**src/hdl/mce_pkg.sv**
```systemverilog
// Morse character encoder package: interval kinds, controller states and
// the character-to-code lookup. No dependencies.
`default_nettype none

package mce_pkg;

	// Widths of the external and internal fields
	localparam int CHAR_W  = 8;
	localparam int DIT_W   = 10;
	localparam int UNITS_W = 3;
	localparam int TICKS_W = 12;
	localparam int CODE_W  = 8;
	localparam int CNT_W   = 3;

	localparam logic [DIT_W-1:0] DIT_RESET = 10'd92;

	// Interval lengths in dit units
	localparam logic [UNITS_W-1:0] UNITS_DIT   = 3'd1;
	localparam logic [UNITS_W-1:0] UNITS_DAH   = 3'd3;
	localparam logic [UNITS_W-1:0] UNITS_GAP   = 3'd2;
	localparam logic [UNITS_W-1:0] UNITS_SPACE = 3'd4;

	// Characters handled outside the code tables
	localparam logic [CHAR_W-1:0] CH_SPACE = 8'h20;
	localparam logic [CHAR_W-1:0] CH_CR    = 8'h0D;
	localparam logic [CHAR_W-1:0] CH_LF    = 8'h0A;

	// Kind of interval currently presented
	typedef enum logic [1:0] {
		KIND_DOWN  = 2'd0,
		KIND_UP    = 2'd1,
		KIND_GAP   = 2'd2,
		KIND_SPACE = 2'd3
	} kind_t;

	// Controller states, one-hot
	typedef enum logic [4:0] {
		ST_IDLE  = 5'b00001,
		ST_DOWN  = 5'b00010,
		ST_UP    = 5'b00100,
		ST_GAP   = 5'b01000,
		ST_SPACE = 5'b10000
	} state_t;

	// Controller to datapath
	typedef struct packed {
		logic  load;
		logic  shift;
		kind_t kind;
	} cmd_t;

	// Datapath to controller
	typedef struct packed {
		logic is_space;
		logic is_known;
		logic last_elem;
	} stat_t;

	// Letter codes A..Z with leading marker bit
	localparam logic [CODE_W-1:0] LETTER_CODES [26] = '{
		8'h05, 8'h18, 8'h1A, 8'h0C, 8'h02, 8'h12, 8'h0E, 8'h10, 8'h04, 8'h17,
		8'h0D, 8'h14, 8'h07, 8'h06, 8'h0F, 8'h16, 8'h1D, 8'h0A, 8'h08, 8'h03,
		8'h09, 8'h11, 8'h0B, 8'h19, 8'h1B, 8'h1C
	};

	// Digit codes 0..9
	localparam logic [CODE_W-1:0] DIGIT_CODES [10] = '{
		8'h3F, 8'h2F, 8'h27, 8'h23, 8'h21, 8'h20, 8'h30, 8'h38, 8'h3C, 8'h3E
	};

	// Return the marked code of a character, zero when it has none
	function automatic logic [CODE_W-1:0] lookup_code(input logic [CHAR_W-1:0] ch);
		logic [CHAR_W-1:0] up;
		logic [CODE_W-1:0] code;
		up = ch;
		if (ch >= 8'h61 && ch <= 8'h7A) begin
			up = ch - 8'd32;
		end
		code = '0;
		if (up >= 8'h41 && up <= 8'h5A) begin
			code = LETTER_CODES[5'(up - 8'h41)];
		end else if (up >= 8'h30 && up <= 8'h39) begin
			code = DIGIT_CODES[4'(up - 8'h30)];
		end else begin
			unique case (up)
				8'h2E:   code = 8'h55; // period
				8'h2C:   code = 8'h73; // comma
				8'h21:   code = 8'h6B; // exclamation
				8'h3F:   code = 8'h4C; // question
				8'h2F:   code = 8'h32; // slash
				8'h2B:   code = 8'h2A; // plus
				8'h2D:   code = 8'h61; // minus
				8'h3D:   code = 8'h31; // equals
				8'h40:   code = 8'h5A; // at sign
				default: code = '0;
			endcase
		end
		return code;
	endfunction

endpackage

`default_nettype wire

```
**src/hdl/morse_character_encoder.sv**
```systemverilog
// Morse character encoder top level: joins controller and datapath.
// Depends on mce_pkg, mce_ctrl and mce_dp.
`default_nettype none

// Takes one ASCII character per transaction and returns its Morse keying as
// a run of interval transactions (key_down, length_units, length_ticks, last).
// Letters of either case, digits and . , ! ? / + - = @ give one key-down
// interval per element (dit 1 unit, dah 3 units), each followed by a 1-unit
// key-up, then a closing 2-unit key-up flagged last. Space, CR and LF give a
// single 4-unit key-up flagged last; any other byte gives nothing. The
// controller steps one interval per cycle while out_stall is low, so a
// character gives 2N+1 intervals (up to 13) for N elements (up to 6), or
// one for a word space. The next character is taken in the cycle its
// predecessor's last interval is delivered. dit_length (reset 92 ticks)
// is written via dit_length_we, by users only while idle (not enforced).
module morse_character_encoder (
	input  wire                          clk,
	input  wire                          arst_n,
	input  wire                          dit_length_we,
	input  wire  [mce_pkg::DIT_W-1:0]    dit_length,
	input  wire                          in_valid,
	output logic                         in_stall,
	input  wire  [mce_pkg::CHAR_W-1:0]   character,
	output logic                         out_valid,
	input  wire                          out_stall,
	output logic                         key_down,
	output logic [mce_pkg::UNITS_W-1:0]  length_units,
	output logic [mce_pkg::TICKS_W-1:0]  length_ticks,
	output logic                         last
);
	import mce_pkg::*;

	cmd_t  cmd;
	stat_t stat;

	// Sequence the intervals
	mce_ctrl u_ctrl (
		.clk       (clk),
		.arst_n    (arst_n),
		.in_valid  (in_valid),
		.in_stall  (in_stall),
		.out_valid (out_valid),
		.out_stall (out_stall),
		.stat      (stat),
		.cmd       (cmd)
	);

	// Hold code, count and dit length; form fields
	mce_dp u_dp (
		.clk           (clk),
		.arst_n        (arst_n),
		.character     (character),
		.dit_length_we (dit_length_we),
		.dit_length    (dit_length),
		.cmd           (cmd),
		.stat          (stat),
		.key_down      (key_down),
		.length_units  (length_units),
		.length_ticks  (length_ticks),
		.last          (last)
	);

endmodule

`default_nettype wire

```
**src/hdl/mce_ctrl.sv**
```systemverilog
// Morse encoder controller: walks the intervals of one character.
// Depends on mce_pkg for states, command and status types.
`default_nettype none

module mce_ctrl (
	input  wire            clk,
	input  wire            arst_n,
	input  wire            in_valid,
	output logic           in_stall,
	output logic           out_valid,
	input  wire            out_stall,
	input  mce_pkg::stat_t stat,
	output mce_pkg::cmd_t  cmd
);
	import mce_pkg::*;

	state_t state_q;
	state_t state_d;
	state_t from_char;
	logic   accept;
	logic   take;

	// Handshakes: take a new character when idle or as the closing interval leaves
	assign out_valid = (state_q != ST_IDLE);
	assign take      = out_valid && !out_stall;
	assign in_stall  = !((state_q == ST_IDLE) ||
		(((state_q == ST_GAP) || (state_q == ST_SPACE)) && !out_stall));
	assign accept    = in_valid && !in_stall;

	// Pick the first state for an incoming character
	always_comb begin
		priority if (stat.is_space) begin
			from_char = ST_SPACE;
		end else if (stat.is_known) begin
			from_char = ST_DOWN;
		end else begin
			from_char = ST_IDLE;
		end
	end

	// Next state and datapath commands
	always_comb begin
		state_d   = state_q;
		cmd.load  = accept;
		cmd.shift = 1'b0;
		cmd.kind  = KIND_UP;
		unique case (state_q)
			ST_IDLE: begin
				if (accept) state_d = from_char;
			end
			ST_DOWN: begin
				cmd.kind = KIND_DOWN;
				if (take) state_d = ST_UP;
			end
			ST_UP: begin
				cmd.kind = KIND_UP;
				if (take) begin
					cmd.shift = 1'b1;
					state_d   = stat.last_elem ? ST_GAP : ST_DOWN;
				end
			end
			ST_GAP: begin
				cmd.kind = KIND_GAP;
				if (take) state_d = accept ? from_char : ST_IDLE;
			end
			ST_SPACE: begin
				cmd.kind = KIND_SPACE;
				if (take) state_d = accept ? from_char : ST_IDLE;
			end
			default: begin
				state_d = ST_IDLE;
			end
		endcase
	end

	// Hold state
	always_ff @(posedge clk or negedge arst_n) begin
		if (!arst_n) begin
			state_q <= ST_IDLE;
		end else begin
			state_q <= state_d;
		end
	end

endmodule

`default_nettype wire

```
**src/hdl/mce_dp.sv**
```systemverilog
// Morse encoder datapath: code lookup, element shift register, dit length
// register and interval fields. Depends on mce_pkg.
`default_nettype none

module mce_dp (
	input  wire                            clk,
	input  wire                            arst_n,
	input  wire  [mce_pkg::CHAR_W-1:0]     character,
	input  wire                            dit_length_we,
	input  wire  [mce_pkg::DIT_W-1:0]      dit_length,
	input  mce_pkg::cmd_t                  cmd,
	output mce_pkg::stat_t                 stat,
	output logic                           key_down,
	output logic [mce_pkg::UNITS_W-1:0]    length_units,
	output logic [mce_pkg::TICKS_W-1:0]    length_ticks,
	output logic                           last
);
	import mce_pkg::*;

	logic [DIT_W-1:0]  dit_q;
	logic [CODE_W-2:0] sh_q;
	logic [CNT_W-1:0]  cnt_q;
	logic [CODE_W-1:0] code;
	logic [CNT_W-1:0]  top;

	// Look up the incoming character and find its marker bit
	assign code = lookup_code(character);
	always_comb begin
		top = '0;
		for (int i = 1; i < CODE_W; i++) begin
			if (code[i]) top = CNT_W'(i);
		end
	end

	assign stat.is_space  = (character == CH_SPACE) || (character == CH_CR) ||
		(character == CH_LF);
	assign stat.is_known  = (code != '0);
	assign stat.last_elem = (cnt_q == CNT_W'(1));

	// Dit length register
	always_ff @(posedge clk or negedge arst_n) begin
		if (!arst_n) begin
			dit_q <= DIT_RESET;
		end else if (dit_length_we) begin
			dit_q <= dit_length;
		end
	end

	// Load the elements left-aligned, advance one element per key-up
	always_ff @(posedge clk) begin
		if (cmd.load) begin
			sh_q  <= code[CODE_W-2:0] << (CNT_W'(CODE_W - 1) - top);
			cnt_q <= top;
		end else if (cmd.shift) begin
			sh_q  <= sh_q << 1;
			cnt_q <= cnt_q - CNT_W'(1);
		end
	end

	// Form the interval fields
	always_comb begin
		unique case (cmd.kind)
			KIND_DOWN: begin
				key_down     = 1'b1;
				length_units = sh_q[CODE_W-2] ? UNITS_DAH : UNITS_DIT;
				last         = 1'b0;
			end
			KIND_UP: begin
				key_down     = 1'b0;
				length_units = UNITS_DIT;
				last         = 1'b0;
			end
			KIND_GAP: begin
				key_down     = 1'b0;
				length_units = UNITS_GAP;
				last         = 1'b1;
			end
			KIND_SPACE: begin
				key_down     = 1'b0;
				length_units = UNITS_SPACE;
				last         = 1'b1;
			end
			default: begin
				key_down     = 1'b0;
				length_units = UNITS_DIT;
				last         = 1'b0;
			end
		endcase
	end

	// Units times dit length
	assign length_ticks = TICKS_W'(TICKS_W'(length_units) * TICKS_W'(dit_q));

endmodule

`default_nettype wire
```
**config.mk**
```make
export PLATFORM = sky130hd
export DESIGN_NAME = morse_character_encoder
export DESIGN_NICKNAME = d
export VERILOG_FILES = /design/src/hdl/mce_pkg.sv /design/src/hdl/morse_character_encoder.sv /design/src/hdl/mce_ctrl.sv /design/src/hdl/mce_dp.sv
export SDC_FILE = /design/constraint.sdc
export NUM_CORES = 1
export LEC_CHECK = 0
export BUFFER_PORTS_ARGS = -buffer_cell sky130_fd_sc_hd__buf_2
export CAP_MARGIN = 40
export CORE_MARGIN = 8
export CORE_UTILIZATION = 30
export CTS_CLUSTER_DIAMETER = 50
export DETAILED_ROUTE_END_ITERATION = 8
export PLACE_DENSITY = 0.56
export SLEW_MARGIN = 5
export SYNTH_ARGS = -nofsm -noshare
export SYNTH_HDL_FRONTEND = slang
export SYNTH_SLANG_ARGS = --single-unit
```
**constraint.sdc**
```tcl
create_clock -name clk -period 3.81 [get_ports clk]
set_input_delay 0.1905 -clock clk [delete_from_list [all_inputs] [get_ports clk]]
set_output_delay 0.1905 -clock clk [all_outputs]
set_load 0.01 [all_outputs]
```
==> run summary, run 1 <==
The first global-routing pass estimated 14870 um of wire. For this design, the slowest cell found on the critical path is fa_1. The worst hold path passes through 2 cells. Maximum level of the CTS H-tree: 1. The adder-cell share of the synthesized area was 0.1395; the row count was 38. The xor and xnor area share after synthesis is 0.03394. In this run the clock root is driven by a clkbuf_8. Setup violations remaining at the end of the flow were counted as 0. The logs give 467 for the net count after synthesis and 3137 for the number of global-route vias before repair. The number of max-slew violations in the final report came out at 0.

The area share of the largest cell type after synthesis works out to 0.08952. The tools report the worst hold slack as 95.48 ps. The most used flip-flop cell after synthesis was edfxtp_1. After synthesis, the netlist uses 77 different library cells. The post-synthesis register bit count works out to 25.

For this design the ratio of total power to cell area is 255.2 mW/mm^2. In this run the worst path has a maximum fanout of 4. Broken down by cell family, the worst path's largest delay share belongs to compound AO/OA/AOI/OAI gates. The average routed wire per standard cell works out to 14.97 um. The portion of the clock cycle consumed by the worst path in the final layout is 0.9785, and the clock buffer count from CTS is 3.

The number of instances in the placed design came out at 583. With fillers left out, the area of the finished cells amounts to 0.003974 mm^2. Excluding fillers, the count of instances in the completed layout stands at 599.

The category of the worst setup path capture point was an output port. The worst slew slack as a fraction of its limit was 0.4700; the post-route antenna net violation count was 0. The minimum setup slack among reg-to-reg paths is 1350 ps. Entering global routing, the biggest net connects 35 pins. The fraction of registers with async set/reset is 0.6000. The overall fraction of global-route tracks in use came out at 0.1183.

The end point of the worst hold path was u_ctrl.state_q[0]$_DFFE_PN1P_. The cell count of the worst reg-to-reg path works out to 8. The endpoint identified for the worst register-to-register timing path is u_dp.sh_q[4]$_DFFE_PP_.

The floorplan step defined a die boundary enclosing 0.01482 mm^2. The buffer levels on the longest clock path is 2. The type of origin of the critical path is a flip-flop.

The area growth from synthesis to layout is 18.46%. A synthesized cell averages 8.142 um^2. Hold path startpoint: in_valid. The final layout contains 515 nets. The routed design has 8966 um of wire. The library cells used most frequently in the layout, excluding fill and tap cells, are nand2_1, buf_2, inv_1, buf_4, nor2_1. After synthesis, the largest family of logic cells by area is simple AND/OR/NAND/NOR gates. The tools report the data required time of the worst path as 3620 ps. Summed over all nets, the half-perimeter wirelength after detailed placement is 6829 um. The tightest min-delay check is of the input pin to flip-flop type. The data arrival time at the worst-slack endpoint is 3540 ps. Walking the worst path, the cells encountered are buf_6 > xor2_2 > nand3b_1 > buf_4 > nand2_4 > fa_1 > inv_2 > ha_4 > a21o_1 > a21oi_2 > o21ai_2 > a21oi_2 > o21bai_1 > a21oi_2 > o21bai_1 > a21oi_1 > xnor2_1 > buf_2.

The measured slew at the worst slew-check pin is 789.0 ps, and the post-layout minimum cycle time is 3728 ps. The placed standard-cell area was 0.003700 mm^2; the area of the core was 0.01089 mm^2. The total global routing overflow came out at 0.

For the setup total negative slack, the log shows 0 ps. In this run, synthesis inferred 10 flip-flops with an integrated enable. The total DRC errors in the routed layout was 0. Setup repair after global routing could not meet its margin everywhere. The run finished with clean final reports. In the post-synthesis netlist, the biggest area contributors are edfxtp_1, ha_1, dfrtp_1. The first detailed-routing pass ran for 4 iterations. Counting both buffers and inverters, the worst setup path holds a total of 4. The fraction of final layout cells with drive strength greater than 1 was 0.2985; the x dimension of the die was 121.7 um.

From bottom edge to top edge, the die measures 121.7 um. Routability-driven placement finished with a final weighted congestion of 0.8683. The number of antenna violations at the first check in global routing was 0; the sink count of the clock tree was 25.

The run gives 7.282 ps as the setup skew after layout. Critical register-to-register path startpoint: u_ctrl.state_q[3]$_DFFE_PN0P_. The count of buffers added on input and output ports is 41. 0 antenna diodes ended up in the layout. Clock-pin slew was measured on the worst setup and hold paths at 90 ps. At the later pin of the worst-skew pair, clock insertion delay measures 270 ps. The library cell occupying the most area in the post-synthesis netlist was edfxtp_1. The total number of vias is 3167. Leaving out fill and tap cells, the most frequent cell in the layout is nand2_1. Number of warnings issued by yosys: 0. By startpoint and endpoint, the worst setup path is classified as flip-flop to output port.

The run gives 0.003354 mm^2 as the post-synthesis cell area. The cell count after synthesis came out at 412. Across the VDD grid, the largest voltage drop is 0.0001415 V. The synthesized-area fraction occupied by and/or/nand/nor cells is 0.2413, and the fraction of power spent switching nets is 0.3874. Among the stages of the critical path, the cell type that occurs most often is a21oi_2.

The detailed router finished its first iteration with 246 violations. For this design the static power due to leakage is 1.765 nW. Clock power share: 0.157. The tools report the relative contribution of sequential cells to total power as 0.376.

After detailed routing, the number of vias per cell comes to 5.287. For the total count of hold-check failures in the final report, the log shows 0. The area fraction in compound gates after synthesis was 0.2208. Derived from the worst setup path, the maximum achievable clock frequency is 268.2 MHz. The layout filler cell count came out at 1111. The number of max-capacitance violations reported was 0; the sequential fraction of the synthesis area was 0.2033. TritonCTS built the clock tree.

The multiplexer area fraction after synthesis is 0.06900. The largest single stage delay on the critical path is 520 ps. The analysis attributes to net switching a power of 392.9 uW.

Cell internal power was estimated by the tool at 621.3 uW. I/O pin count: 42. The starting utilization of the core area is 0.3081.

The run gives 0.467 as the portion of total power attributed to combinational logic.
## timing repair
| action | in CTS | in global routing |
|---|---|---|
| endpoints found under the hold margin | 10 | 0 |
| buffers inserted | 8 | 3 |
| pin swaps | 13 | 19 |
| gates resized for setup | 16 | 20 |
| setup endpoints to repair | 4 | 4 |
| hold buffers | 1 | 0 |
## synth_stat cells (11+ instances only)
master,instances
clkbuf_1,12
nand2_1,43
a21oi_1,28
nor2_1,23
nand2b_1,11
nand3_1,11
nor3_1,11
ha_1,23
mux2_2,12
inv_1,38
o21ai_0,17
## cell families after synthesis
family          count (synthesis)
other cells                     1
compound gates                106
fa+ha+maj                      32
xor+xnor                       13
simple gates                  149
buf+inv                        66
mux                            20
flops                          25
## state kept, by name, indices dropped and copies added, names as in the netlist
name and count:
u_ctrl.state_q 5, u_dp.sh_q 7, u_dp.dit_q 10, u_dp.cnt_q 3
## stage by stage
step / setup slack (ps) / util / power, mW
after floorplan: 124.9 / - / 0.7015
after global placement: 116.2 / 0.3398 / 0.8262
after detailed placement: -99.52 / 0.3398 / 0.8351
after CTS: -66.58 / 0.3546 / 1.010
after global routing: -146.2 / 0.3650 / 1.091
final: 81.78 / 0.3650 / 1.014
## area by class of cell
type | count | area, um^2 | share of cell area
multi-input combinational | 321 | 2487 | 0.6259
timing repair buffer | 69 | 429.2 | 0.1080
tap | 140 | 175.2 | 0.04408
clock inverter | 1 | 6.256 | 0.001574
sequential | 25 | 684.4 | 0.1722
inverter | 40 | 150.1 | 0.03778
clock buffer | 3 | 41.29 | 0.01039
## power groups by stage
stage	clock (mW)	sequential (mW)	combinational [mW]
final	0.159	0.382	0.474
after global routing	0.175	0.388	0.528
after CTS	0.165	0.380	0.465
after detailed placement	0	0.383	0.452
after global placement	0	0.381	0.445
after floorplan	0	0.374	0.327
## how the worst max path moves through the flow
stage / from / to / slack [ps] / cells past startpoint
6_report: u_ctrl.state_q[3]$_DFFE_PN0P_ / length_ticks[11] / 80 / 18
5_1_grt: u_ctrl.state_q[3]$_DFFE_PN0P_ / length_ticks[11] / -150 / 18
4_1_cts: u_ctrl.state_q[3]$_DFFE_PN0P_ / length_ticks[10] / -70 / 20
3_5_place_dp: u_ctrl.state_q[3]$_DFFE_PN0P_ / length_ticks[10] / -100 / 20
3_3_place_gp: u_ctrl.state_q[3]$_DFFE_PN0P_ / length_ticks[11] / 120 / 17
2_1_floorplan: u_ctrl.state_q[3]$_DFFE_PN0P_ / length_ticks[11] / 120 / 17
## metal layers
layer / track usage / up-vias / wire length (um)
li1: - / 1559 / -
met1: 0.1496 / 1529 / 4006
met4: 0.02313 / 0 / 94
met5: 0 / - / 0
met3: 0.02221 / 8 / 477
met2: 0.2050 / 71 / 4388
Power figures use the tool's default switching activity.
==> inputs of run 2 (changes only) <==
--- a/config.mk
+++ b/config.mk
@@ -5,13 +5,13 @@
 export SDC_FILE = /design/constraint.sdc
 export NUM_CORES = 1
 export LEC_CHECK = 0
-export BUFFER_PORTS_ARGS = -buffer_cell sky130_fd_sc_hd__buf_2
 export CAP_MARGIN = 40
 export CORE_MARGIN = 8
 export CORE_UTILIZATION = 30
 export CTS_CLUSTER_DIAMETER = 50
 export DETAILED_ROUTE_END_ITERATION = 8
-export PLACE_DENSITY = 0.56
+export DONT_BUFFER_PORTS = 1
+export PLACE_DENSITY = 0.53
 export SLEW_MARGIN = 5
 export SYNTH_ARGS = -nofsm -noshare
 export SYNTH_HDL_FRONTEND = slang
==> run summary, run 2 (synthesis gave the netlist of run 1 again) <==
The overall fraction of global-route tracks in use was 0.1131; the maximum single-stage delay on the critical path was 540 ps. The internal power of the cells totals 611.3 uW. The tools report the detailed-placement wirelength estimate as 6442 um. The number of max-slew violations in the final report was 0; the clock latency at the later pin of the worst-skew pair was 270 ps.

Type of origin of the critical path: a flip-flop. Post-route worst setup slack: 121.5 ps. Ranked by flip-flop count, first place goes to u_dp.dit_q. The signal on the critical path passes through nor2b_4 > a21oi_2 > nor4_4 > buf_6 > nand2_2 > fa_2 > inv_2 > ha_4 > a21o_1 > a21oi_2 > o21ai_1 > a21oi_1 > o21bai_1 > a21oi_2 > o21bai_1 > a21oi_2 > xnor2_2. Number of flip-flops under the largest register name: 10.

The measured slew at the worst slew-check pin was 643.7 ps; the global placement routability congestion was 0.8553. The largest registers in the layout are u_dp.dit_q (10), u_dp.sh_q (7), u_ctrl.state_q (5). The pre-CTS setup slack is 109.7 ps, and the x dimension of the die is 121.7 um.

The clock input transition at the sequential cells of the worst setup and hold paths is 90 ps. The flow ran to the end, and the final reports show no timing, DRC or antenna violations. The logs give 0.0001400 V for the maximum vdd ir drop and 395 um for the amount of wire on met3 after detailed routing. The type of the setup path with the least slack was flip-flop to output port. No sink is reached through more buffers than the 2 on the longest clock path. Total count of hold-check failures in the final report: 0. Measured along the y axis, the die boundary spans 121.7 um. The fraction of final layout cells with drive strength greater than 1 is 0.2388.

The count of buffers added on input and output ports is 0. The min-delay analysis places its worst path in the category input pin to flip-flop. The fraction of power spent switching nets was 0.3730. In the layout the commonest cells are nand2_1, inv_1, buf_4, nor2_1, a21oi_1. The total overflow left after global routing is 0. After detailed routing, the number of remaining DRC violations is 0. The amount of wire on met2 after detailed routing is 4413 um.

The relative contribution of sequential cells to total power is 0.394, and the average routed wire per standard cell is 15.79 um. The first-iteration detailed-routing DRC count came out at 246. The share of the core filled with cells came out at 0.3550. After floorplanning, the core was divided into 38 placement rows.

The maximum level of the CTS H-tree is 1, and the number of antenna repair diodes is 0. Setup violations remaining at the end of the flow were counted as 0. Category of the worst setup path capture point: an output port. Data arrives at the worst endpoint at 3500 ps. Entering global routing, the biggest net connects 41 pins.

The tools report the total number of vias as 3021. From synthesis to final layout, the design area changed by 15.22%. In the final routing, the length of wire on met1 measures 4027 um. Timing would allow up to 271.1 MHz. Post-route antenna net violation count: 0. The core region is 0.01089 mm^2. For the number of global-route vias before repair, the log shows 2857. The run gives 0 as the number of antenna violations at the first check in global routing. First-pass GRT wire length: 14030 um. For this design the ratio of total power to cell area is 252.2 mW/mm^2. The die covers 0.01482 mm^2. The setup total negative slack was 0 ps. Critical-path cell with the highest stage delay: fa_2. For the I/O pin count, the log shows 42. At the worst endpoint, the required time is 3620 ps. Clock tree synthesis inserted a total of 3 buffers. The worst path in the final design needs a cycle of 3689 ps, including I/O delays and setup. The tools report the setup skew after layout as 7.161 ps. For the clock power share, the log shows 0.165. For this design, the sink count on the clock tree is 25. In this design, the critical path's most frequently occurring cell is a21oi_2. The number of max-capacitance violations reported is 0, and the static leakage power is 1.663 nW. The total area of multi-input combinational cells came out at 0.002519 mm^2.

Routed signal wires occupy layers up through met4. CTS placed an instance of clkbuf_8 at the clock tree root. The portion of the clock cycle consumed by the worst path in the final layout came out at 0.9681.

The pre-antenna-repair detailed-routing pass consisted of 4 iterations. TritonCTS built the clock tree. Across the whole layout, storage elements account for 681.9 um^2. The worst slew slack as a fraction of its limit was 0.5695; the starting utilization of the core area was 0.3081. In the routed layout, each cell is associated on average with a via count of 5.366. Number of nets in the finished design: 479.

The portion of total power attributed to combinational logic is 0.442, and the maximum fanout encountered on the critical timing path is 6. Summed over all nets, the switching power comes to 363.6 uW. Leaving out fill and tap cells, the most frequent cell in the layout is nand2_1.

The layout filler cell count was 1097; the wire length reported by the detailed router was 8890 um.
-- run 2: path summary, 6_finish.rpt --
kind / start / end / slack (ps) / cells after the start
setup / recovery: u_ctrl.state_q[1]$_DFFE_PN0P_ / length_ticks[11] / 120 / 17
hold / removal: dit_length[6] / u_dp.dit_q[6]$_DFFE_PN1P_ / 60 / 1
setup reg to reg: u_ctrl.state_q[3]$_DFFE_PN0P_ / u_dp.sh_q[4]$_DFFE_PP_ / 1270 / 8
hold reg to reg: u_dp.sh_q[0]$_SDFFCE_PN0P_ / u_dp.sh_q[1]$_DFFE_PP_ / 530 / 2
max in group asynchronous: arst_n / u_ctrl.state_q[3]$_DFFE_PN0P_ / 3020 / 1
min in group asynchronous: arst_n / u_dp.dit_q[7]$_DFFE_PN0P_ / 370 / 1
-- run 2: area by class of cell --
cell class                 instances  area share
multi-input combinational        321      0.6517
sequential                        25      0.1764
timing repair buffer              33     0.07543
tap                              140     0.04532
inverter                          40     0.03885
clock buffer                       3     0.01068
clock inverter                     1    0.001619
-- run 2: timing repair --
action / 4_1_cts / 5_1_grt
buffers inserted: 13 / 8
gates resized for setup: 17 / 25
pin swaps: 17 / 19
hold buffers: 3 / 0
endpoints found under the hold margin: 17 / 0
gates cloned: 1 / 1
endpoints found under the setup margin: 2 / 5
-- run 2: per-stage QoR --
step	instances	power, mW	hold WS [ps]	cell area [um^2]
2_1_floorplan	412	0.7015	-105.1	3354
3_3_place_gp	534	0.7591	-104.6	3441
3_5_place_dp	534	0.7640	-104.6	3441
4_1_cts	555	0.9528	54.71	3684
5_1_grt	563	1.051	45.81	3865
6_report	563	0.9749	61.45	3865
-- run 2: metal layers --
metal,track usage,vias up
met1,0.1446,1456
met2,0.1971,74
met3,0.02082,6
met4,0.01619,0
li1,-,1485
met5,0,-
-- run 2: critical path: cells and delay by family, from the launching register on --
| kind | cells | cell delay [ps] |
|---|---|---|
| flip-flops | 1 | 460 |
| AO/OA/AOI/OAI | 9 | 1220 |
| XOR/XNOR | 1 | 150 |
| buffers and inverters | 2 | 230 |
| adder cells (fa/ha/maj) | 2 | 690 |
| AND/OR/NAND/NOR | 3 | 470 |
-- run 2: power by group through the flow --
| stage | Sequential [mW] | Clock (mW) | Combinational (mW) |
|---|---|---|---|
| final | 0.384 | 0.161 | 0.431 |
| after global routing | 0.389 | 0.181 | 0.482 |
| after CTS | 0.378 | 0.168 | 0.406 |
| after detailed placement | 0.384 | 0 | 0.380 |
| after global placement | 0.382 | 0 | 0.377 |
| after floorplan | 0.374 | 0 | 0.327 |
